[config.mk]
export PLATFORM = sky130hd
export DESIGN_NAME = string_to_integer_parser_unit
export DESIGN_NICKNAME = d
export VERILOG_FILES = /design/src/rtl/core/stip_pkg.sv /design/src/rtl/core/stip_controller.sv /design/src/rtl/core/stip_datapath.sv /design/src/rtl/core/string_to_integer_parser_unit.sv
export SDC_FILE = /design/constraint.sdc
export NUM_CORES = 2
export LEC_CHECK = 0
export BUFFER_PORTS_ARGS = -buffer_cell sky130_fd_sc_hd__buf_2
export CORE_MARGIN = 8
export CORE_UTILIZATION = 45
export DETAILED_ROUTE_END_ITERATION = 12
export GPL_TIMING_DRIVEN = 1
export PLACE_DENSITY_LB_ADDON = 0.15
export SLEW_MARGIN = 25
export SYNTH_ARGS = -nofsm -noshare
export SYNTH_HDL_FRONTEND = slang
export SYNTH_HIERARCHICAL = 1
export SYNTH_SLANG_ARGS = --single-unit
[constraint.sdc]
create_clock -name clock -period 46.9 [get_ports clock]
set_input_delay 7.035 -clock clock [delete_from_list [all_inputs] [get_ports clock]]
set_output_delay 7.035 -clock clock [all_outputs]
set_load 0.02 [all_outputs]
[src/rtl/core/stip_pkg.sv]
`timescale 1ns / 1ps
package stip_pkg;

   localparam int CSR_INDEX_W = 4;
   localparam int CSR_DATA_W  = 8;

   localparam logic [CSR_INDEX_W-1:0] CSR_RADIX       = 4'd0;
   localparam logic [CSR_INDEX_W-1:0] CSR_SIGNED_MODE = 4'd1;

   localparam logic [5:0] RADIX_RESET = 6'd10;
   localparam logic [5:0] MAX_RADIX   = 6'd36;
   localparam logic [5:0] DIGIT_NONE  = 6'd36;

   localparam logic [63:0] SIGNED_LIMIT   = 64'h8000_0000_0000_0000;
   localparam logic [63:0] SIGNED_MAX     = 64'h7fff_ffff_ffff_ffff;
   localparam logic [63:0] UNSIGNED_LIMIT = 64'hffff_ffff_ffff_ffff;

   localparam logic [1:0] STATUS_OK        = 2'd0;
   localparam logic [1:0] STATUS_NO_DIGITS = 2'd1;
   localparam logic [1:0] STATUS_RANGE     = 2'd2;
   localparam logic [1:0] STATUS_BAD_BASE  = 2'd3;

   localparam logic [1:0] BASE_KEEP  = 2'd0;
   localparam logic [1:0] BASE_SET8  = 2'd1;
   localparam logic [1:0] BASE_SET10 = 2'd2;
   localparam logic [1:0] BASE_SET16 = 2'd3;

   localparam logic [7:0] CHAR_TAB   = 8'h09;
   localparam logic [7:0] CHAR_CR    = 8'h0d;
   localparam logic [7:0] CHAR_SPACE = 8'h20;
   localparam logic [7:0] CHAR_PLUS  = 8'h2b;
   localparam logic [7:0] CHAR_MINUS = 8'h2d;
   localparam logic [7:0] CHAR_ZERO  = 8'h30;
   localparam logic [7:0] CHAR_NINE  = 8'h39;
   localparam logic [7:0] CHAR_UP_A  = 8'h41;
   localparam logic [7:0] CHAR_UP_X  = 8'h58;
   localparam logic [7:0] CHAR_UP_Z  = 8'h5a;
   localparam logic [7:0] CHAR_LO_A  = 8'h61;
   localparam logic [7:0] CHAR_LO_X  = 8'h78;
   localparam logic [7:0] CHAR_LO_Z  = 8'h7a;

   typedef struct packed {
      logic [7:0] ch;
      logic       last;
   } req_payload_type;

   typedef struct packed {
      logic [63:0] value;
      logic [1:0]  status;
      logic [15:0] end_index;
   } rsp_payload_type;

   typedef struct packed {
      logic [5:0] base_cur;
      logic [5:0] digit;
      logic       is_space;
      logic       is_sign;
      logic       is_minus;
      logic       is_zero;
      logic       is_x;
      logic       last;
      logic       rsp_busy;
   } stip_status_type;

   typedef struct packed {
      logic       accept;
      logic       in_ws;
      logic       take;
      logic       set_minus;
      logic [1:0] base_op;
   } stip_cmd_type;

   function automatic logic [5:0] digit_of(input logic [7:0] c);
      logic [5:0] d;
      d = DIGIT_NONE;
      if (c >= CHAR_ZERO && c <= CHAR_NINE) begin
         d = 6'(c - CHAR_ZERO);
      end else if (c >= CHAR_LO_A && c <= CHAR_LO_Z) begin
         d = 6'(c - CHAR_LO_A) + 6'd10;
      end else if (c >= CHAR_UP_A && c <= CHAR_UP_Z) begin
         d = 6'(c - CHAR_UP_A) + 6'd10;
      end
      return d;
   endfunction

endpackage

[src/rtl/core/stip_controller.sv]
`timescale 1ns / 1ps
module stip_controller
   import stip_pkg::*;
(
   input  logic            clock,
   input  logic            reset,
   input  logic            req_valid,
   output logic            req_stall,
   input  stip_status_type status,
   output stip_cmd_type    cmd
);

   localparam logic [2:0] PH_WS     = 3'd0;
   localparam logic [2:0] PH_START  = 3'd1;
   localparam logic [2:0] PH_ZERO   = 3'd2;
   localparam logic [2:0] PH_ZERO_X = 3'd3;
   localparam logic [2:0] PH_DIGITS = 3'd4;
   localparam logic [2:0] PH_DONE   = 3'd5;

   logic [2:0] phase_ff;
   logic [2:0] phase_in;
   logic       accept;
   logic       cur_ok;
   logic       ten_ok;
   logic       hex_ok;
   logic       st_take;
   logic [2:0] st_phase;
   logic [1:0] st_base_op;

   assign req_stall = status.rsp_busy;
   assign accept    = req_valid & ~req_stall;

   assign cur_ok = (status.base_cur >= 6'd2) && (status.base_cur <= MAX_RADIX) &&
                   (status.digit < status.base_cur);
   assign ten_ok = status.digit < 6'd10;
   assign hex_ok = status.digit < 6'd16;

   // Handling of the first character after whitespace and sign.
   always_comb begin
      st_take    = 1'b0;
      st_phase   = PH_DONE;
      st_base_op = BASE_KEEP;
      if (status.base_cur == '0) begin
         if (status.is_zero) begin
            st_base_op = BASE_SET8;
            st_take    = 1'b1;
            st_phase   = PH_ZERO;
         end else begin
            st_base_op = BASE_SET10;
            st_take    = ten_ok;
            st_phase   = ten_ok ? PH_DIGITS : PH_DONE;
         end
      end else if (status.base_cur == 6'd16 && status.is_zero) begin
         st_take  = 1'b1;
         st_phase = PH_ZERO;
      end else begin
         st_take  = cur_ok;
         st_phase = cur_ok ? PH_DIGITS : PH_DONE;
      end
   end

   always_comb begin
      phase_in      = phase_ff;
      cmd.accept    = accept;
      cmd.in_ws     = (phase_ff == PH_WS);
      cmd.take      = 1'b0;
      cmd.set_minus = 1'b0;
      cmd.base_op   = BASE_KEEP;
      if (accept) begin
         unique case (phase_ff)
            PH_WS: begin
               if (status.is_space) begin
                  phase_in = PH_WS;
               end else if (status.is_sign) begin
                  cmd.set_minus = status.is_minus;
                  phase_in      = PH_START;
               end else begin
                  cmd.take    = st_take;
                  cmd.base_op = st_base_op;
                  phase_in    = st_phase;
               end
            end
            PH_START: begin
               cmd.take    = st_take;
               cmd.base_op = st_base_op;
               phase_in    = st_phase;
            end
            PH_ZERO: begin
               if (status.is_x) begin
                  phase_in = PH_ZERO_X;
               end else begin
                  cmd.take = cur_ok;
                  phase_in = cur_ok ? PH_DIGITS : PH_DONE;
               end
            end
            PH_ZERO_X: begin
               if (hex_ok) begin
                  cmd.base_op = BASE_SET16;
                  cmd.take    = 1'b1;
                  phase_in    = PH_DIGITS;
               end else begin
                  phase_in = PH_DONE;
               end
            end
            PH_DIGITS: begin
               cmd.take = cur_ok;
               phase_in = cur_ok ? PH_DIGITS : PH_DONE;
            end
            default: begin
               phase_in = phase_ff;
            end
         endcase
         if (status.last) begin
            phase_in = PH_WS;
         end
      end
   end

   always_ff @(posedge clock) begin
      if (reset) begin
         phase_ff <= PH_WS;
      end else begin
         phase_ff <= phase_in;
      end
   end

endmodule

[src/rtl/core/stip_datapath.sv]
`timescale 1ns / 1ps
module stip_datapath
   import stip_pkg::*;
#(
   parameter int POS_BITS = 16
) (
   input  logic                   clock,
   input  logic                   reset,
   input  logic                   csr_valid,
   input  logic [CSR_INDEX_W-1:0] csr_index,
   input  logic [CSR_DATA_W-1:0]  csr_wdata,
   input  req_payload_type        req_payload,
   input  stip_cmd_type           cmd,
   output stip_status_type        status,
   output logic                   rsp_valid,
   input  logic                   rsp_stall,
   output rsp_payload_type        rsp_payload
);

   logic [5:0]          radix_ff;
   logic [5:0]          radix_in;
   logic                signed_mode_ff;
   logic                signed_mode_in;
   logic [63:0]         accum_ff;
   logic [63:0]         accum_in;
   logic                minus_ff;
   logic                minus_in;
   logic                overflow_ff;
   logic                overflow_in;
   logic                have_digit_ff;
   logic                have_digit_in;
   logic [5:0]          base_ff;
   logic [5:0]          base_in;
   logic [POS_BITS-1:0] position_ff;
   logic [POS_BITS-1:0] position_in;
   logic [POS_BITS-1:0] stop_ff;
   logic [POS_BITS-1:0] stop_in;
   logic                rsp_valid_ff;
   logic                rsp_valid_in;
   rsp_payload_type     rsp_data_ff;
   rsp_payload_type     rsp_data_in;

   logic [5:0]          base_cur;
   logic [5:0]          base_new;
   logic [5:0]          digit;
   logic [69:0]         product;
   logic [70:0]         sum;
   logic [63:0]         limit;
   logic                over_now;
   logic [63:0]         step_accum;
   logic                step_overflow;
   logic                step_have;
   logic                step_minus;
   logic [POS_BITS-1:0] step_stop;
   logic [63:0]         mag;
   logic [31:0]         stop_wide;
   rsp_payload_type     result;

   assign base_cur = (cmd.in_ws && position_ff == '0) ? radix_ff : base_ff;
   assign digit    = digit_of(req_payload.ch);

   always_comb begin
      status.base_cur = base_cur;
      status.digit    = digit;
      status.is_space = (req_payload.ch == CHAR_SPACE) ||
                        (req_payload.ch >= CHAR_TAB && req_payload.ch <= CHAR_CR);
      status.is_sign  = (req_payload.ch == CHAR_PLUS) || (req_payload.ch == CHAR_MINUS);
      status.is_minus = (req_payload.ch == CHAR_MINUS);
      status.is_zero  = (req_payload.ch == CHAR_ZERO);
      status.is_x     = (req_payload.ch == CHAR_LO_X) || (req_payload.ch == CHAR_UP_X);
      status.last     = req_payload.last;
      status.rsp_busy = rsp_valid_ff & rsp_stall;
   end

   always_comb begin
      unique case (cmd.base_op)
         BASE_KEEP:  base_new = base_cur;
         BASE_SET8:  base_new = 6'd8;
         BASE_SET10: base_new = 6'd10;
         BASE_SET16: base_new = 6'd16;
         default:    base_new = base_cur;
      endcase
   end

   // The digit fits when accum * base + digit stays at or below the limit.
   assign product  = 70'(accum_ff) * 70'(base_new);
   assign sum      = 71'(product) + 71'(digit);
   assign limit    = signed_mode_ff ? SIGNED_LIMIT : UNSIGNED_LIMIT;
   assign over_now = sum > 71'(limit);

   always_comb begin
      step_accum    = accum_ff;
      step_overflow = overflow_ff;
      step_have     = have_digit_ff;
      step_stop     = stop_ff;
      step_minus    = minus_ff | cmd.set_minus;
      if (cmd.take) begin
         if (over_now) begin
            step_overflow = 1'b1;
         end else if (!overflow_ff) begin
            step_accum = sum[63:0];
         end
         step_have = 1'b1;
         step_stop = position_ff + POS_BITS'(1);
      end
   end

   assign stop_wide = 32'(step_stop);

   always_comb begin
      result.value     = '0;
      result.status    = STATUS_OK;
      result.end_index = '0;
      mag              = '0;
      if (base_new == 6'd1 || base_new > MAX_RADIX) begin
         result.status = STATUS_BAD_BASE;
      end else if (!step_have) begin
         result.status = STATUS_NO_DIGITS;
      end else begin
         result.status    = step_overflow ? STATUS_RANGE : STATUS_OK;
         result.end_index = stop_wide[15:0];
         if (signed_mode_ff) begin
            mag = step_overflow ? SIGNED_LIMIT : step_accum;
            if (!step_minus) begin
               if (mag > SIGNED_MAX) begin
                  result.value  = SIGNED_MAX;
                  result.status = STATUS_RANGE;
               end else begin
                  result.value = mag;
               end
            end else begin
               result.value = (~mag) + 64'd1;
            end
         end else begin
            mag          = step_overflow ? UNSIGNED_LIMIT : step_accum;
            result.value = step_minus ? ((~mag) + 64'd1) : mag;
         end
      end
   end

   always_comb begin
      radix_in       = radix_ff;
      signed_mode_in = signed_mode_ff;
      if (csr_valid) begin
         unique case (csr_index)
            CSR_RADIX:       radix_in       = csr_wdata[5:0];
            CSR_SIGNED_MODE: signed_mode_in = csr_wdata[0];
            default: begin
               radix_in       = radix_ff;
               signed_mode_in = signed_mode_ff;
            end
         endcase
      end
   end

   always_comb begin
      accum_in      = accum_ff;
      minus_in      = minus_ff;
      overflow_in   = overflow_ff;
      have_digit_in = have_digit_ff;
      base_in       = base_ff;
      position_in   = position_ff;
      stop_in       = stop_ff;
      rsp_data_in   = rsp_data_ff;
      rsp_valid_in  = rsp_valid_ff & rsp_stall;
      if (cmd.accept) begin
         base_in = base_new;
         if (req_payload.last) begin
            accum_in      = '0;
            minus_in      = 1'b0;
            overflow_in   = 1'b0;
            have_digit_in = 1'b0;
            position_in   = '0;
            stop_in       = '0;
            rsp_data_in   = result;
            rsp_valid_in  = 1'b1;
         end else begin
            accum_in      = step_accum;
            minus_in      = step_minus;
            overflow_in   = step_overflow;
            have_digit_in = step_have;
            position_in   = position_ff + POS_BITS'(1);
            stop_in       = step_stop;
         end
      end
   end

   always_ff @(posedge clock) begin
      if (reset) begin
         radix_ff       <= RADIX_RESET;
         signed_mode_ff <= 1'b1;
         accum_ff       <= '0;
         minus_ff       <= 1'b0;
         overflow_ff    <= 1'b0;
         have_digit_ff  <= 1'b0;
         base_ff        <= RADIX_RESET;
         position_ff    <= '0;
         stop_ff        <= '0;
         rsp_valid_ff   <= 1'b0;
      end else begin
         radix_ff       <= radix_in;
         signed_mode_ff <= signed_mode_in;
         accum_ff       <= accum_in;
         minus_ff       <= minus_in;
         overflow_ff    <= overflow_in;
         have_digit_ff  <= have_digit_in;
         base_ff        <= base_in;
         position_ff    <= position_in;
         stop_ff        <= stop_in;
         rsp_valid_ff   <= rsp_valid_in;
      end
   end

   always_ff @(posedge clock) begin
      rsp_data_ff <= rsp_data_in;
   end

   assign rsp_valid   = rsp_valid_ff;
   assign rsp_payload = rsp_data_ff;

endmodule

[src/rtl/core/string_to_integer_parser_unit.sv]
`timescale 1ns / 1ps
// Latency: the result of a string is valid in the cycle after the transfer of its last character.
// Throughput: one character per cycle; the digit multiply-add and limit compare are combinational.
// The input stalls only while a finished result is held by a stalled output.
// Reset is synchronous and active high: radix returns to 10, signed mode to 1, the parse
// state to the whitespace phase, and no result is pending.
module string_to_integer_parser_unit
   import stip_pkg::*;
#(
   parameter int POS_BITS = 16
) (
   input  logic                   clock,
   input  logic                   reset,
   input  logic                   req_valid,
   output logic                   req_stall,
   input  req_payload_type        req_payload,
   output logic                   rsp_valid,
   input  logic                   rsp_stall,
   output rsp_payload_type        rsp_payload,
   input  logic                   csr_valid,
   output logic                   csr_ready,
   input  logic [CSR_INDEX_W-1:0] csr_index,
   input  logic [CSR_DATA_W-1:0]  csr_wdata
);

   stip_status_type status;
   stip_cmd_type    cmd;

   assign csr_ready = 1'b1;

   stip_controller u_controller (
      .clock     (clock),
      .reset     (reset),
      .req_valid (req_valid),
      .req_stall (req_stall),
      .status    (status),
      .cmd       (cmd)
   );

   stip_datapath #(
      .POS_BITS (POS_BITS)
   ) u_datapath (
      .clock       (clock),
      .reset       (reset),
      .csr_valid   (csr_valid & csr_ready),
      .csr_index   (csr_index),
      .csr_wdata   (csr_wdata),
      .req_payload (req_payload),
      .cmd         (cmd),
      .status      (status),
      .rsp_valid   (rsp_valid),
      .rsp_stall   (rsp_stall),
      .rsp_payload (rsp_payload)
   );

endmodule

Yosys cells after proc, flatten, opt, wreduce, memory -nomap -nowiden
Cells that the tools add are included.
{"block": "classes", "n_lt_le_gt_ge": 16, "reduce_logical": 23, "n_bitwise": 7, "n_mul": 1, "n_eq_ne": 16, "n_addsub": 9, "muxes": 59}
{"cell": "2-to-1 mux 64 bit", "count": 10}
{"cell": "adder 64 x 1 -> 64 bit, second input constant", "count": 2}
{"cell": "inverter 64 bit", "count": 2}
{"cell": "adder 70 x 6 -> 71 bit", "count": 1}
{"cell": "> comparator 71 x 64 -> 1 bit", "count": 1}
{"cell": "multiplier 64 x 6 -> 70 bit", "count": 1}
{"cell": "> comparator 64 x 63 -> 1 bit, second input constant", "count": 1}
{"cell": "2-to-1 mux 63 bit", "count": 1}
{"cell": "2-to-1 mux 16 bit", "count": 3}
{"cell": "equality test 8 x 6 -> 1 bit, second input constant", "count": 4}
{"cell": "2-to-1 mux 6 bit", "count": 4}
{"cell": "one-hot mux 6 bit (4 select lines)", "count": 1}
{"cell": "2-to-1 mux 3 bit", "count": 7}
{"cell": "2-to-1 mux 1 bit", "count": 19}
{"cell": "2-to-1 mux 2 bit", "count": 9}
{"cell": "adder 16 x 1 -> 16 bit, second input constant", "count": 1}
{"cell": "equality test 8 x 7 -> 1 bit, second input constant", "count": 2}
{"cell": "greater-or-equal comparator 8 x 7 -> 1 bit, second input constant", "count": 2}
{"cell": "less-or-equal comparator 8 x 7 -> 1 bit, second input constant", "count": 2}
{"cell": "logical NOT 16 bit", "count": 1}
{"cell": "one-hot mux 3 bit (5 select lines)", "count": 1}
{"cell": "adder 6 x 4 -> 6 bit, second input constant", "count": 2}
{"cell": "subtractor 6 bit, second input constant", "count": 2}
{"cell": "greater-or-equal comparator 8 x 4 -> 1 bit, second input constant", "count": 1}
{"cell": "other kinds (33)", "count": 51}
{"block": "totals", "input_bits": 26, "elab_cells": 146, "out_inout_bits": 85, "register_bits": 198}

Longest topological paths before layout
{"block": "depth", "ltp_word": 26, "ltp_mapped": 71, "mapped_depth_nobuf": 61}

By module
Netlist, hierarchy kept.
{"mod": "stip_datapath", "instances": 1, "area_per_inst_um2": 31216.2, "cells_per_inst": 4070}
{"mod": "stip_controller", "instances": 1, "area_per_inst_um2": 515.5, "cells_per_inst": 79}
{"mod": "string_to_integer_parser_unit", "instances": 1, "area_per_inst_um2": 11.3, "cells_per_inst": 2}

Worst setup path after synthesis
Ideal clock, no wire load.
{"block": "synth_path", "path_type": "input-to-reg", "start": "input req_payload[4] in the netlist's numbering", "end": "register u_datapath.rsp_data_ff, in the netlist u_datapath/rsp_payload[78] (data pin)", "slack_ps": 26428, "t_arrival_ps": 20197, "cell_stages": 62, "path_buffers": 10, "t_required_ps": 46625, "path_cell_list": "clkbuf_1 -> nand2_1 -> nor4_1 -> a21oi_1 -> nor2_1 -> mux2i_1 -> nor2_1 -> a21oi_1 -> inv_1 -> nor2_1 -> nand3_1 -> a21oi_1 -> inv_1 -> ha_1 -> clkbuf_1 -> clkbuf_1 -> a21oi_1 -> clkbuf_1 -> [... 26 more ...] -> clkbuf_1 -> nor2_1 -> buf_2 -> buf_1 -> clkbuf_1 -> mux2i_1 -> nand2b_1 -> ha_1 -> clkbuf_1 -> o21a_1 -> nor2b_1 -> o31ai_1 -> a31oi_1 -> o21ai_1 -> a21oi_1 -> nor2_1 -> a2111oi_0 -> o32ai_1"}
{"item": "from (decl)", "line_no": "string_to_integer_parser_unit.sv:16", "rtl": "input req_payload_type req_payload,"}
{"item": "to (signal assigned)", "line_no": "stip_datapath.sv:215", "rtl": "rsp_data_ff <= rsp_data_in;"}
{"item": "to (decl)", "line_no": "stip_datapath.sv:40", "rtl": "rsp_payload_type rsp_data_ff;"}

==> metrics <==
Layout Skew=25.1 ps; synth top area cells=fa_1, ha_1, edfxtp_1; sequential fraction of the synthesis area=0.151; GRT overflow=0; Final min period=roughly 23000 ps; largest net degree at the start of global routing=79; Slew HR=0.299; CTS root buf=clkbuf_16; multi-input gate area in the final layout=0.0250 mm^2; Vias=31.6k; WL per Instance=23.5 um; area share of the largest cell type after synthesis=0.159; synthesized area=0.0317 mm^2; Worst path slowest cell=a2111oi_1; top cells by count, synth=nand2_1, nor2_1, a21oi_1; initial antenna violation count=0; drt pass-1 iters=6; status=finished clean; Levels on crit path=59; setup tns final=0 ps; critical path data required time=47190 ps; vias per cell=6.34; Post-Synth XOR/XNOR Area=0.0278; first-pass GRT wire length=between 150 and 200 mm; initial core utilization=0.454; fmax=43.1 MHz; share of cells above drive strength 1=0.0749; Final Slew Violations=0; post-synth top area cell=fa_1; Antenna Violating Nets Remaining=0; reg2reg end=u_datapath/rsp_payload[70]$_SDFFCE_PP0P_; Post-CTS Setup Bufs=0; Yosys reg bits=198; Worst setup EP type=flop; Synth Flop Type=dfxtp_1; leakage power=15.3 nW; Die Y=282 um; PostCTS Resize Cnt=0; largest family of logic cells by synthesized area=simple AND/OR/NAND/NOR gates; DIE WIDTH=282 um; vias in the first global route=30.7k; TritonCTS Buffers=17; Async SR Flop Fraction=0; PD cells=14.4 mW/mm^2; Compound-Gate Fraction of Synth Area=0.211; cts hold-fix bufs=0; R2R setup slack=just under 30000 ps; Final nets=4546; Power Internal=0.000298 W; sw frac=0.382; worst vdd ir=24.2 uV; Final Hold Vio Count=0; RSZ-0062 raised after global routing=no; Critical Path End=u_datapath/rsp_payload[70]$_SDFFCE_PP0P_; YS warnings=6; simple-gate portion of the synthesized area=0.268; Core Rows=97; area growth from synthesis to layout=5.48%; crit-path max FO=78; # clock sinks=198; Initial DRC Count=around 3.3k; Worst path top cell family by delay=compound AO/OA/AOI/OAI gates; # DRC=0; Final Cycle Share=0.495; core area=roughly 0.07 mm^2; Mapped Cells=4151; worst r2r src=u_controller/phase_ff[2]$_SDFFE_PP0P_; worst hold path class=reg2reg; FF-to-FF path depth=53; Total GRT Usage=0.288; Post-synth EDFFs=between 80 and 90; htree depth=4; ANT cells=0; fill count=7155; most frequent CP cell=nor2_1; wirelength, routed=117 mm; # setup viols final=0; mux contribution to synthesized area=0.0275; sequential group share of total power=0.382; Crit path arrival time=~24000 ps; Net Count, Synth=approximately 4.7k; total die area=~0.079 mm^2; global placement routability congestion=1.02; Clk pin slew, worst setup/hold paths=80 ps; most common cell in the netlist=nand2_1; Synth Area per Inst=7.65 um^2; CP Launch Point=req_payload[2]; # port buffers=roughly 110; Worst Max-Slew Pin Slew=1040 ps; Storage cell area=approximately 0.0048 mm^2; Bufs and invs on worst path=10; P_sw=0.000184 W; adder-cell share of the synthesized area=0.251; crit-path max cell delay=between 800 and 900 ps; Crit Path Class=in2reg; clock latency on the worst-skew pair=roughly 470 ps; maximum clock path buffer count=2; detailed placement HPWL=88.7 mm; TritonCTS clock tree=done; Distinct cells, synth=100; Startpoint Class=primary input; max_cap viols=0; Combinational Power Share=0.289; I/O pin cnt=111; worst hold slack=about 470 ps; power share of the clock group=0.329
[cell families after synthesis]
| logic type | count (synthesis) |
|---|---|
| buf+inv | 528 |
| fa+ha+maj | 486 |
| compound gates | 1025 |
| other cells | 1 |
| flops | 198 |
| simple gates | 1729 |
| mux | 84 |
| xor+xnor | 100 |
[per-layer routing]
layer | wire [um] | vias up | global-route usage
met1 | 47800 | 15300 | 0.365
met4 | 6830 | 0 | 0.147
met2 | 53900 | 1468 | 0.475
met3 | 8720 | 323 | 0.0429
li1 | - | 14500 | -
met5 | 0 | - | 0
[worst min path at each step]
stage	from	to	slack (ps)	cells after the start
floorplan	u_datapath/stop_ff[14]$_SDFFE_PP0P_	u_datapath/stop_ff[14]$_SDFFE_PP0P_	440	2
global placement	u_datapath/stop_ff[14]$_SDFFE_PP0P_	u_datapath/stop_ff[14]$_SDFFE_PP0P_	450	2
detailed placement	u_datapath/stop_ff[14]$_SDFFE_PP0P_	u_datapath/stop_ff[14]$_SDFFE_PP0P_	460	2
CTS	u_datapath/stop_ff[14]$_SDFFE_PP0P_	u_datapath/stop_ff[14]$_SDFFE_PP0P_	470	2
global route	u_datapath/stop_ff[14]$_SDFFE_PP0P_	u_datapath/stop_ff[14]$_SDFFE_PP0P_	510	2
finish	u_datapath/stop_ff[14]$_SDFFE_PP0P_	u_datapath/stop_ff[14]$_SDFFE_PP0P_	470	2
[sequential cells by signal, indices dropped and copies added, names as in the netlist]
signal                     cells
u_datapath/radix_ff            6
u_controller/phase_ff          3
u_datapath/signed_mode_ff      1
u_datapath/accum_ff           64
u_datapath/rsp_valid           1
u_datapath/have_digit_ff       1
u_datapath/overflow_ff         1
u_datapath/base_ff             6
u_datapath/position_ff        16
u_datapath/stop_ff            16
u_datapath/rsp_payload        82
u_datapath/minus_ff            1
[final cells by class]
cell class / instances / share of cell area
multi-input combinational: 3425 / 0.748
sequential: 198 / 0.143
clock inverter: 15 / 0.00594
timing repair buffer: 171 / 0.0304
clock buffer: 17 / 0.0127
tap: 940 / 0.0351
inverter: 221 / 0.0248
[tightest hold or removal path: stages, from the launching register on]
cell and delay (ps):
dfxtp_1 320, nand2_1 60, a21oi_1 50
[power groups by stage]
stage	clock [W]	sequential [W]	combinational [W]
after detailed placement	0	0.000188	0.000133
after global routing	0.000168	0.000185	0.000148
final	0.000158	0.000184	0.000139
after CTS	0.000162	0.000184	0.000134
after floorplan	0	0.000192	0.0000856
after global placement	0	0.000188	0.000132
[metrics by stage]
stage	total power, W	setup slack, ps	utilization	instances	area (um^2)
floorplan	0.000277	26430	-	4151	31700
global placement	0.000321	23800	0.470	4955	32800
detailed placement	0.000321	23710	0.470	4955	32800
CTS	0.000480	24150	0.479	4987	33500
global route	0.000501	22720	0.479	4987	33500
finish	0.000482	23690	0.479	4987	33500
[cell usage in the layout, fill, tap and decap left out, drive strengths merged, types with 13 or more instances in the layout]
master / netlist / routed
or4: 16 / 16
inv: 220 / 228
or3: 44 / 44
o211ai: 28 / 28
o21ai: 216 / 216
a31oi: 51 / 51
a21oi: 273 / 273
and4: 13 / 13
nor2: 409 / 409
fa: 252 / 252
nor4: 63 / 63
nand2b: 30 / 30
nor2b: 27 / 27
edfxtp: 82 / 82
dfxtp: 116 / 116
nand3: 91 / 91
a211oi: 46 / 46
o22ai: 16 / 16
ha: 234 / 234
and2: 200 / 200
nand2: 488 / 488
buf: 52 / 171
a2111oi: 17 / 17
mux2i: 59 / 59
xnor2: 49 / 49
xor2: 51 / 51
o21a: 36 / 36
nor3: 116 / 116
a221oi: 16 / 16
a211o: 19 / 19
clkbuf: 255 / 17
a22oi: 87 / 87
o31ai: 36 / 36
and3: 111 / 111
nand4: 50 / 50
or2: 28 / 28
mux2: 25 / 25
a21o: 42 / 42
(Power assumes the default switching activity.)
